### config.mk
export PLATFORM = sky130hd
export DESIGN_NAME = rf_output_power_planner
export DESIGN_NICKNAME = d
export VERILOG_FILES = /design/src/hdl/rfopp_pkg.sv /design/src/hdl/rfopp_front.sv /design/src/hdl/rfopp_queue.sv /design/src/hdl/rfopp_back.sv /design/src/hdl/rf_output_power_planner.sv
export SDC_FILE = /design/constraint.sdc
export NUM_CORES = 2
export LEC_CHECK = 0
export BUFFER_PORTS_ARGS = -buffer_cell sky130_fd_sc_hd__buf_2
export CAP_MARGIN = 15
export CORE_MARGIN = 2
export CORE_UTILIZATION = 58
export CTS_CLUSTER_SIZE = 30
export DETAILED_ROUTE_END_ITERATION = 10
export GPL_TIMING_DRIVEN = 0
export HOLD_SLACK_MARGIN = 0.1
export PLACE_DENSITY = 0.81
export RECOVER_POWER = 50
export SYNTH_ARGS = -nofsm -noshare
export SYNTH_HDL_FRONTEND = slang
export SYNTH_SLANG_ARGS = --single-unit
### constraint.sdc
create_clock -name clk -period 42.9 [get_ports clk]
set_clock_uncertainty 0.1 [all_clocks]
set_input_delay 10.725 -clock clk [delete_from_list [all_inputs] [get_ports clk]]
set_output_delay 10.725 -clock clk [all_outputs]
set_load 0.02 [all_outputs]
### src/hdl/rfopp_pkg.sv
package rfopp_pkg;

  localparam int LEVEL_W    = 16;
  localparam int STEP_W     = 14;
  localparam int GAIN_W     = 15;
  localparam int ATT_W      = 16;
  localparam int ACTUAL_W   = 18;
  localparam int NET_W      = 17;
  localparam int CFG_IDX_W  = 3;
  localparam int CFG_DATA_W = 16;
  localparam int DIV_STAGES = ATT_W;
  localparam int QUEUE_DEPTH_DEFAULT = 4;

  localparam logic [STEP_W-1:0] ATTEN_STEP_RESET = STEP_W'(50);

  typedef enum logic [CFG_IDX_W-1:0] {
    REG_LEVEL0      = 3'd0,
    REG_LEVEL1      = 3'd1,
    REG_LEVEL2      = 3'd2,
    REG_LEVEL3      = 3'd3,
    REG_ATTEN_STEP  = 3'd4,
    REG_BUFFER_GAIN = 3'd5,
    REG_ATTEN_MAX   = 3'd6
  } cfg_reg_t;

  typedef struct packed {
    logic signed [LEVEL_W-1:0] level0;
    logic signed [LEVEL_W-1:0] level1;
    logic signed [LEVEL_W-1:0] level2;
    logic signed [LEVEL_W-1:0] level3;
    logic        [STEP_W-1:0]  atten_step;
    logic signed [GAIN_W-1:0]  buffer_gain;
    logic signed [GAIN_W-1:0]  atten_max;
  } cfg_t;

  // classified set point handed from front to back
  typedef struct packed {
    logic                    err;
    logic [1:0]              sel;
    logic                    en;
    logic signed [NET_W-1:0] lvl_net;
    logic [ATT_W-1:0]        diff;
  } entry_t;

  typedef struct packed {
    logic full;
    logic empty;
  } queue_stat_t;

endpackage

### src/hdl/rfopp_front.sv
module rfopp_front
  import rfopp_pkg::*;
(
  input  cfg_t                      cfg,
  input  logic signed [LEVEL_W-1:0] set_point,
  output entry_t                    entry
);

  logic                      bad_cfg;
  logic signed [NET_W-1:0]   a_ext;
  logic signed [NET_W-1:0]   thr_off;
  logic signed [NET_W-1:0]   deduct;
  logic signed [NET_W-1:0]   thr0;
  logic signed [NET_W-1:0]   thr1;
  logic signed [NET_W-1:0]   thr2;
  logic signed [LEVEL_W-1:0] level;
  logic [1:0]                sel;
  logic                      en;
  logic signed [NET_W-1:0]   lvl_net;
  logic signed [NET_W:0]     diff_w;

  always_comb begin
    bad_cfg = (cfg.level0 > cfg.level1) || (cfg.level1 > cfg.level2) ||
              (cfg.level2 > cfg.level3) || (cfg.atten_step == '0) ||
              cfg.buffer_gain[GAIN_W-1] || cfg.atten_max[GAIN_W-1];

    a_ext   = NET_W'(set_point);
    thr_off = NET_W'(cfg.level0) - NET_W'(cfg.atten_max);
    en      = !(a_ext < thr_off);
    deduct  = en ? '0 : NET_W'(cfg.buffer_gain);

    thr0 = NET_W'(cfg.level0) - deduct;
    thr1 = NET_W'(cfg.level1) - deduct;
    thr2 = NET_W'(cfg.level2) - deduct;

    if (a_ext > thr2) begin
      sel   = 2'd3;
      level = cfg.level3;
    end else if (a_ext > thr1) begin
      sel   = 2'd2;
      level = cfg.level2;
    end else if (a_ext > thr0) begin
      sel   = 2'd1;
      level = cfg.level1;
    end else begin
      sel   = 2'd0;
      level = cfg.level0;
    end

    lvl_net = NET_W'(level) - deduct;
    diff_w  = (NET_W+1)'(lvl_net) - (NET_W+1)'(set_point);

    entry.err     = bad_cfg;
    entry.sel     = sel;
    entry.en      = en;
    entry.lvl_net = lvl_net;
    // negative difference clamps to zero, top of range is 65535
    entry.diff    = diff_w[NET_W] ? '0 : diff_w[ATT_W-1:0];
  end

endmodule

### src/hdl/rfopp_queue.sv
module rfopp_queue
  import rfopp_pkg::*;
#(
  parameter int DEPTH = QUEUE_DEPTH_DEFAULT
) (
  input  logic        clk,
  input  logic        rst,
  input  logic        push,
  input  entry_t      wr_entry,
  input  logic        pop,
  output entry_t      rd_entry,
  output queue_stat_t stat
);

  localparam int PTR_W = (DEPTH > 1) ? $clog2(DEPTH) : 1;
  localparam int CNT_W = $clog2(DEPTH + 1);

  entry_t           mem [DEPTH];
  logic [PTR_W-1:0] wr_ptr;
  logic [PTR_W-1:0] rd_ptr;
  logic [CNT_W-1:0] count;
  logic             do_push;
  logic             do_pop;

  assign stat.full  = (count == CNT_W'(DEPTH));
  assign stat.empty = (count == '0);
  assign do_push    = push && !stat.full;
  assign do_pop     = pop && !stat.empty;
  assign rd_entry   = mem[rd_ptr];

  always_ff @(posedge clk) begin
    if (do_push) begin
      mem[wr_ptr] <= wr_entry;
    end
  end

  always_ff @(posedge clk) begin
    if (rst) begin
      wr_ptr <= '0;
      rd_ptr <= '0;
      count  <= '0;
    end else begin
      if (do_push) begin
        wr_ptr <= (wr_ptr == PTR_W'(DEPTH - 1)) ? '0 : wr_ptr + 1'b1;
      end
      if (do_pop) begin
        rd_ptr <= (rd_ptr == PTR_W'(DEPTH - 1)) ? '0 : rd_ptr + 1'b1;
      end
      if (do_push && !do_pop) begin
        count <= count + 1'b1;
      end else if (do_pop && !do_push) begin
        count <= count - 1'b1;
      end
    end
  end

endmodule

### src/hdl/rfopp_back.sv
module rfopp_back
  import rfopp_pkg::*;
(
  input  logic                       clk,
  input  logic                       rst,
  input  cfg_t                       cfg,
  input  entry_t                     q_entry,
  input  queue_stat_t                q_stat,
  output logic                       q_pop,
  output logic                       out_valid,
  input  logic                       out_stall,
  output logic                       config_error,
  output logic [1:0]                 level_select,
  output logic [ATT_W-1:0]           attenuation,
  output logic                       buffer_enable,
  output logic signed [ACTUAL_W-1:0] actual_power
);

  typedef struct packed {
    logic                    valid;
    logic                    err;
    logic [1:0]              sel;
    logic                    en;
    logic signed [NET_W-1:0] lvl_net;
    logic [ATT_W-1:0]        diff;
    logic [STEP_W-1:0]       rem;
  } stage_t;

  typedef struct packed {
    logic                    valid;
    logic                    err;
    logic [1:0]              sel;
    logic                    en;
    logic signed [NET_W-1:0] lvl_net;
    logic [ATT_W-1:0]        att;
  } fin_t;

  stage_t          stg      [DIV_STAGES+1];
  stage_t          stg_next [DIV_STAGES+1];
  fin_t            fin;
  fin_t            fin_next;
  logic            adv;
  logic [ATT_W:0]  att_up;
  stage_t          last;

  // the whole pipeline moves unless the output register is held
  assign adv   = !out_valid || !out_stall;
  assign q_pop = adv && !q_stat.empty;
  assign last  = stg[DIV_STAGES];

  // restoring remainder, one quotient bit per stage, msb first
  always_comb begin
    logic [STEP_W:0] rem_sh;
    stg_next[0]         = '0;
    stg_next[0].valid   = q_pop;
    stg_next[0].err     = q_entry.err;
    stg_next[0].sel     = q_entry.sel;
    stg_next[0].en      = q_entry.en;
    stg_next[0].lvl_net = q_entry.lvl_net;
    stg_next[0].diff    = q_entry.diff;
    for (int k = 1; k <= DIV_STAGES; k++) begin
      stg_next[k] = stg[k-1];
      rem_sh = {stg[k-1].rem, stg[k-1].diff[DIV_STAGES-k]};
      if (rem_sh >= {1'b0, cfg.atten_step}) begin
        rem_sh = rem_sh - {1'b0, cfg.atten_step};
      end
      stg_next[k].rem = rem_sh[STEP_W-1:0];
    end
  end

  // round up to a whole step, back off one step if it leaves 16 bits
  always_comb begin
    if (last.rem == '0) begin
      att_up = {1'b0, last.diff};
    end else begin
      att_up = {1'b0, last.diff} - (ATT_W+1)'(last.rem) + (ATT_W+1)'(cfg.atten_step);
    end
    if (att_up[ATT_W]) begin
      att_up = att_up - (ATT_W+1)'(cfg.atten_step);
    end
    fin_next.valid   = last.valid;
    fin_next.err     = last.err;
    fin_next.sel     = last.sel;
    fin_next.en      = last.en;
    fin_next.lvl_net = last.lvl_net;
    fin_next.att     = att_up[ATT_W-1:0];
  end

  always_ff @(posedge clk) begin
    if (rst) begin
      for (int k = 0; k <= DIV_STAGES; k++) begin
        stg[k].valid <= 1'b0;
      end
      fin.valid <= 1'b0;
      out_valid <= 1'b0;
    end else if (adv) begin
      for (int k = 0; k <= DIV_STAGES; k++) begin
        stg[k] <= stg_next[k];
      end
      fin       <= fin_next;
      out_valid <= fin.valid;
    end
  end

  always_ff @(posedge clk) begin
    if (adv) begin
      config_error <= fin.err;
      if (fin.err) begin
        level_select  <= '0;
        attenuation   <= '0;
        buffer_enable <= 1'b0;
        actual_power  <= '0;
      end else begin
        level_select  <= fin.sel;
        attenuation   <= fin.att;
        buffer_enable <= fin.en;
        actual_power  <= ACTUAL_W'(fin.lvl_net) - ACTUAL_W'({2'b00, fin.att});
      end
    end
  end

endmodule

### src/hdl/rf_output_power_planner.sv
// channel  | handshake          | payload
// ---------+--------------------+--------------------------------------------------
// input    | in_valid/in_stall  | set_point
// output   | out_valid/out_stall| config_error level_select attenuation
//          |                    | buffer_enable actual_power
// config   | cfg_valid/cfg_ready| cfg_index cfg_data
//
// one set point per cycle is taken while the queue is not full, results leave one per cycle while not stalled
// path: queue, input stage, 16 stage remainder pipeline, rounding, output
// rst is synchronous: queue empties, pipeline valids clear, config registers take reset values
// out_stall with out_valid high freezes the back pipeline; the queue keeps taking input until it is full
module rf_output_power_planner
  import rfopp_pkg::*;
#(
  parameter int QUEUE_DEPTH = QUEUE_DEPTH_DEFAULT
) (
  input  logic                       clk,
  input  logic                       rst,
  input  logic                       in_valid,
  output logic                       in_stall,
  input  logic signed [LEVEL_W-1:0]  set_point,
  output logic                       out_valid,
  input  logic                       out_stall,
  output logic                       config_error,
  output logic [1:0]                 level_select,
  output logic [ATT_W-1:0]           attenuation,
  output logic                       buffer_enable,
  output logic signed [ACTUAL_W-1:0] actual_power,
  input  logic                       cfg_valid,
  output logic                       cfg_ready,
  input  logic [CFG_IDX_W-1:0]       cfg_index,
  input  logic [CFG_DATA_W-1:0]      cfg_data
);

  cfg_t        cfg;
  entry_t      f_entry;
  entry_t      q_entry;
  queue_stat_t q_stat;
  logic        q_pop;
  logic        push;

  assign cfg_ready = 1'b1;

  always_ff @(posedge clk) begin
    if (rst) begin
      cfg.level0      <= '0;
      cfg.level1      <= '0;
      cfg.level2      <= '0;
      cfg.level3      <= '0;
      cfg.atten_step  <= ATTEN_STEP_RESET;
      cfg.buffer_gain <= '0;
      cfg.atten_max   <= '0;
    end else if (cfg_valid && cfg_ready) begin
      case (cfg_index)
        REG_LEVEL0:      cfg.level0      <= cfg_data;
        REG_LEVEL1:      cfg.level1      <= cfg_data;
        REG_LEVEL2:      cfg.level2      <= cfg_data;
        REG_LEVEL3:      cfg.level3      <= cfg_data;
        REG_ATTEN_STEP:  cfg.atten_step  <= cfg_data[STEP_W-1:0];
        REG_BUFFER_GAIN: cfg.buffer_gain <= cfg_data[GAIN_W-1:0];
        REG_ATTEN_MAX:   cfg.atten_max   <= cfg_data[GAIN_W-1:0];
        default: ;
      endcase
    end
  end

  assign in_stall = q_stat.full;
  assign push     = in_valid && !in_stall;

  rfopp_front u_front (
    .cfg       (cfg),
    .set_point (set_point),
    .entry     (f_entry)
  );

  rfopp_queue #(
    .DEPTH (QUEUE_DEPTH)
  ) u_queue (
    .clk      (clk),
    .rst      (rst),
    .push     (push),
    .wr_entry (f_entry),
    .pop      (q_pop),
    .rd_entry (q_entry),
    .stat     (q_stat)
  );

  rfopp_back u_back (
    .clk           (clk),
    .rst           (rst),
    .cfg           (cfg),
    .q_entry       (q_entry),
    .q_stat        (q_stat),
    .q_pop         (q_pop),
    .out_valid     (out_valid),
    .out_stall     (out_stall),
    .config_error  (config_error),
    .level_select  (level_select),
    .attenuation   (attenuation),
    .buffer_enable (buffer_enable),
    .actual_power  (actual_power)
  );

  a_err_zeroes: assert property (@(posedge clk) disable iff (rst)
    out_valid && config_error |-> level_select == '0 && attenuation == '0 &&
    !buffer_enable && actual_power == '0)
    else $error("config error result carries nonzero fields");

  a_queue_sane: assert property (@(posedge clk) disable iff (rst)
    !(q_stat.full && q_stat.empty))
    else $error("queue reports full and empty");

  a_reset_clears: assert property (@(posedge clk)
    rst |=> !out_valid && q_stat.empty)
    else $error("reset left a transaction pending");

  a_no_pop_empty: assert property (@(posedge clk) disable iff (rst)
    q_stat.empty |-> !q_pop)
    else $error("pop from empty queue");

endmodule
# Word level (Yosys, flattened, before mapping)
# Memory sizes are Yosys's and may differ from the RTL's. A register that Yosys moved wholly into a read port is not among the register bits.
# Index checks and enable logic that the tools add are counted.
# classes
n_addsub	30
n_lt_le_gt_ge	23
n_eq_ne	9
n_mux	56
n_bitwise	18
reduce_logical	32
# op_table
op	count
>= comparator 15 x 14 -> 1 bit	16
two-way mux 14 bit	16
subtractor 14 bit	16
two-way mux 16 bit	5
subtractor 16 x 17 -> 17 bit	4
greater-than comparator 16 x 17 -> 1 bit	3
greater-than comparator 16 bit	3
two-way mux 17 bit	2
zero test 14 bit	2
two-way mux 1 bit	25
subtractor 17 x 16 -> 18 bit	1
subtractor 17 x 17 -> 18 bit	1
adder 17 x 14 -> 17 bit	1
< comparator 16 x 17 -> 1 bit	1
bitwise OR 1 bit	17
subtractor 16 x 14 -> 17 bit	1
subtractor 16 x 15 -> 17 bit	1
AND reduction 2 bit	8
subtractor 16 x 14 -> 16 bit	1
== test 3 bit (second input constant)	4
two-way mux 2 bit	6
zero test 1 bit	7
== test 3 x 2 -> 1 bit (second input constant)	2
logical AND 1 bit	6
other kinds (10)	19
# word_totals
reg_bits	192
ram_bits	1032
output_inout_bits	41
mem_count	2
# mem_list
memory	depth	word_bits	rd	rd_clocked_by_memory_dff	wr	line	source
u_back.stg	17	52	17	0	17	rfopp_back.sv:38	stage_t stg [DIV_STAGES+1];
u_queue.mem	4	37	1	1	1	rfopp_queue.sv:18	entry_t mem [DEPTH];

# Depth between registers and ports, before layout
# depth
word_depth	11
ltp_mapped	57
mapped_depth_nobuf	54

# Hierarchy
# A second synthesis with hierarchy kept.
# hier_totals
hier_cells	5633
hier_area_um2	66261.0
# by_module_without_submodules
module	instances	cells_each	area_each_um2	seq_area_each_um2
rfopp_back	1	3974	48601.6	28417.3
rfopp_front	1	1035	7552.2	0.0
rfopp_queue	1	243	5841.9	4624.4
rf_output_power_planner	1	381	4265.3	2162.1

# Least setup slack after synthesis
# OpenSTA, ideal clock, no wires.
# synth_path
path_type	input -> register
from	input out_stall
to	memory u_back.stg[0][169] (netlist name) (data pin)
setup_time_ns	0.286
arrival_time_ns	38.661
t_required_ns	42.514
setup_slack_ns	3.853
stages	6
path_cell_list	nand2_1 > nand2b_1 > inv_2 > clkbuf_1 > clkbuf_1 > o2111a_1
# synth_lines
item	line	source
start, declared	rf_output_power_planner.sv:23	input logic out_stall,
end, declared	rfopp_back.sv:38	

==> impl.org <==
** Cells and area
- Compared with the post-synthesis result, the final layout area differs by 10.5%.
- Fraction of layout instances using a drive strength above 1 :: 0.0598
- Commonest non-fill, non-tap cell in the layout :: edfxtp_1
- 0 antenna diodes ended up in the layout.
- In the layout the commonest cells are edfxtp_1, ha_1, nor2_1.
- The finished layout holds roughly 7500 standard cells, fillers aside.
- After the last flow step, the layout net total stands at 6417.

** Floorplanning
- Number of placement rows :: 122
- Total die area :: 115000 um^2
- The floorplan step set the die width to between 300 and 400 um.
- The initial utilization of the core area, before any placement, comes to 0.587.
- Top Ports :: a little over 80
- The die is 339 um tall.
- Placeable core region :: between 100000 and 150000 um^2

** Drt
- Detail-routed via count per cell :: 5.78
- Summed over all layers, the routed wires come to 142 mm.
- Vias :: 43100
- Average wire per cell in the routed design :: 19.1 um
- DRC viols :: 0
- In the detailed route, the total length drawn on met3 is approximately 7 mm.
- Wire segments on met2 add up to roughly 72 mm in the final route.
- The detailed router finished its first iteration with 3205 violations.
- Count of TritonRoute iterations in the first routing pass :: 6
- DR top layer :: met5
- Number of nets with antenna violations after detailed routing :: 0
- Metal1 wirelength :: 55.9 mm

** Placed design
- In this run, placement finished with an instance count of 7227.
- Timing analysis after detailed placement gives a worst setup slack of 19.83 ns.
- Buffers placed on the I/O ports in this run total 77.
- Final GP Congestion :: slightly above 0.9
- HPWL reported at the end of detailed placement :: 104 mm

** Global routing
- The number of antenna violations at the first check in global routing was 3.
- Gr ovfl total :: 0
- Largest net degree at the start of global routing :: 80
- Wire length of the first global-routing pass :: around 220 mm
- The via count of the first global-routing pass was 42600.
- All-layer global routing usage :: 0.246

** Worst setup path
- The worst register-to-register path begins at cfg[92]$_SDFFE_PP0P_.
- Maximum single-stage delay on the critical path :: 0.93 ns
- The largest individual stage delay along the critical path comes from the cell a2111oi_0.
- Buf+Inv Stages, Crit Path :: 3
- Critical Path Fanout Max :: 10
- Class of the most critical setup path :: input port to flop
- Worst endpoint required time :: 43.19 ns
- For flop-to-flop paths, the worst setup slack is 28.49 ns.
- Grouping stages by cell kind, the critical path spends the most delay in compound AO/OA/AOI/OAI gates.
- Endpoint of the lowest-slack register-to-register path :: u_queue.mem[0][15]$_DFFE_PP_
- STA classifies the critical path startpoint as an input port.
- Data arrives at the worst endpoint at 22.79 ns.
- The worst setup path is captured at a flop.
- The worst register-to-register path has a depth of 53.

** Yosys
- After synthesis, the mean cell area works out to 11.6 um^2.
- Count of distinct cell types in the synthesized netlist :: 88
- FFs w/ async S/R, synth :: 0
- Syn. warnings :: 0
- For this run, the register share of the synthesized area comes to 0.540.
- After technology mapping, the gate count stands at ~5600.
- Syn Nets :: 6186
- Area contributors post-synth :: edfxtp_1, ha_1, and2_1
- In this run, synthesis produced a sequential element count of 1212.
- Counting flops with a built-in enable in the synthesized netlist gives approximately 1100.
- Top-area cell type share of the netlist area :: 0.504
- Biggest area consumer among synthesized cells :: edfxtp_1
- For this run, the leading register cell type out of synthesis is edfxtp_1.
- The mapped netlist covers 65100 um^2.

** Timing
- Number of endpoints failing setup at the final stage :: 0
- The number of max-slew violations in the final report was approximately 150.
- Achievable clock frequency :: between 0.04 and 0.05 GHz
- Final worst setup slack :: 20.40 ns
- Headroom to the max-slew limit came out at -0.552.
- Unrepaired setup endpoints after global routing :: no
- At the pin with the least slew margin, the transition time is ~2.3 ns.
- The number of endpoints with negative hold slack in the final report came to 0.
- Final Cycle Share :: 0.524
- Shortest period the worst path allows :: 22.50 ns

** CTS
- Count of hold buffers inserted by post-cts repair :: 0
- Clock insertion delay at the later pin of the skew report :: between 0.7 and 0.8 ns
- Clock tree synthesis inserted a total of 121 buffers.
- In this run the deepest clock path goes through 3 buffers.
- The H-tree generated during clock tree synthesis spans 3 levels.
- TritonCTS built the clock tree.
- The number of gates resized after CTS was 0.
- CTS Root Buffer Type :: clkbuf_16
- Clock transition at path regs :: 0.06 ns
- Post-CTS Setup Bufs :: 0
- # clock sinks :: between 1000 and 1500

** Power and ir drop
- Leakage power total :: 27.9 nW
- Max rail drop VDD :: ~57 uV
- For this design the ratio of total power to cell area is 50.5 nW/um^2.
- PnR Total Power :: 3.63 mW

** Flow run
- Max-cap violations in this run came to 5.

** Run status
- Violations in the final reports :: capacitance limit, slew limit
- Status :: finished with violations

** Min path
- Capture endpoint of the worst hold path :: u_back.fin[27]$_DFFE_PP_
- Hold path depth :: 0
- Worst Hold Class :: flop to flop
- In this run the most critical hold path is launched from u_back.stg[0][873]$_DFFE_PP_.
[where the power goes]
group	total [mW]	internal [mW]	switching [mW]	leakage, nW
clock network	1.04	0.588	0.449	1.91
logic	1.05	0.424	0.627	14.0
registers	1.54	1.49	0.0512	12.1
[Yosys cell counts, types with 23 or more instances]
| cell | number |
|---|---|
| a211oi_1 | 76 |
| a21o_1 | 96 |
| a21oi_1 | 318 |
| and2_1 | 659 |
| and3_1 | 33 |
| clkbuf_1 | 142 |
| dfxtp_1 | 119 |
| edfxtp_1 | 1093 |
| fa_1 | 38 |
| ha_1 | 477 |
| inv_1 | 275 |
| mux2i_1 | 164 |
| mux4_2 | 37 |
| nand2_1 | 410 |
| nand2b_1 | 24 |
| nand3_1 | 122 |
| nand4_1 | 51 |
| nor2_1 | 429 |
| nor2b_1 | 93 |
| nor3_1 | 124 |
| o21a_1 | 62 |
| o21ai_0 | 153 |
| o31ai_1 | 23 |
| or3_1 | 37 |
| xnor2_1 | 159 |
| xor2_1 | 79 |
[logic make-up (layout without fill, tap and decap cells)]
group	after synthesis	in the layout	share of synthesized area
simple gates	2048	2048	0.161
flops	1212	1212	0.540
compound gates	958	958	0.0965
fa+ha+maj	515	515	0.103
buf+inv	446	781	0.0270
xor+xnor	238	238	0.0320
mux	213	213	0.0401
other cells	1	1	0.0000576
[flip-flops by register name, summed over array words and instances, names as in the netlist, named ones only]
register,flops
cfg,108
u_back.actual_power,18
u_back.attenuation,16
u_back.buffer_enable,1
u_back.config_error,1
u_back.fin,38
u_back.level_select,2
u_back.out_valid,1
u_back.stg,870
u_queue.count,3
u_queue.mem,148
u_queue.rd_ptr,2
u_queue.wr_ptr,2
[worst reg2reg max path, delay by kind of cell, from the launching register on]
family,cells,cell delay (ns)
AO/OA/AOI/OAI,31,7.34
adder cells (fa/ha/maj),8,2.84
flip-flops,1,0.39
multiplexers,1,0.15
AND/OR/NAND/NOR,8,1.57
buffers and inverters,3,1.03
XOR/XNOR,2,0.68
[metal layers]
| layer | track usage | vias up |
|---|---|---|
| li1 | - | 20900 |
| met1 | 0.294 | 20600 |
| met2 | 0.439 | 1266 |
| met3 | 0.0325 | 386 |
| met4 | 0.120 | 2 |
| met5 | 0 | - |
[through the flow]
| stage | instance area, um^2 | util | hold slack, ns | setup TNS (ns) |
|---|---|---|---|---|
| final | 72000 | 0.649 | 0.311 | 0 |
| after global routing | 72000 | 0.649 | 0.327 | 0 |
| after CTS | 72200 | 0.650 | 0.318 | 0 |
| after detailed placement | 68200 | 0.615 | 0.305 | 0 |
| after global placement | 67400 | 0.607 | 0.300 | -3823.62 |
| after floorplan | 65100 | - | 0.300 | 0 |
[layout make-up]
class / count / area [um^2]
timing repair buffer: 108 / 1030
sequential: 1212 / 35200
inverter: 276 / 1040
clock inverter: 73 / 766
tap: 1488 / 1860
buffer: 170 / 721
fill: 8202 / 39000
multi-input combinational: 3973 / 28200
clock buffer: 154 / 3180
[how the worst max path moves through the flow]
stage,cells after the start,start,end
2_1_floorplan,6,out_stall,u_back.stg[0][169]$_DFFE_PP_
3_3_place_gp,7,out_stall,u_back.stg[0][273]$_DFFE_PP_
3_5_place_dp,46,set_point[1],u_queue.mem[3][15]$_DFFE_PP_
4_1_cts,46,set_point[1],u_queue.mem[0][15]$_DFFE_PP_
5_1_grt,46,set_point[1],u_queue.mem[0][15]$_DFFE_PP_
6_report,46,set_point[1],u_queue.mem[0][15]$_DFFE_PP_
Note: power is estimated with default switching activity, not from simulation.
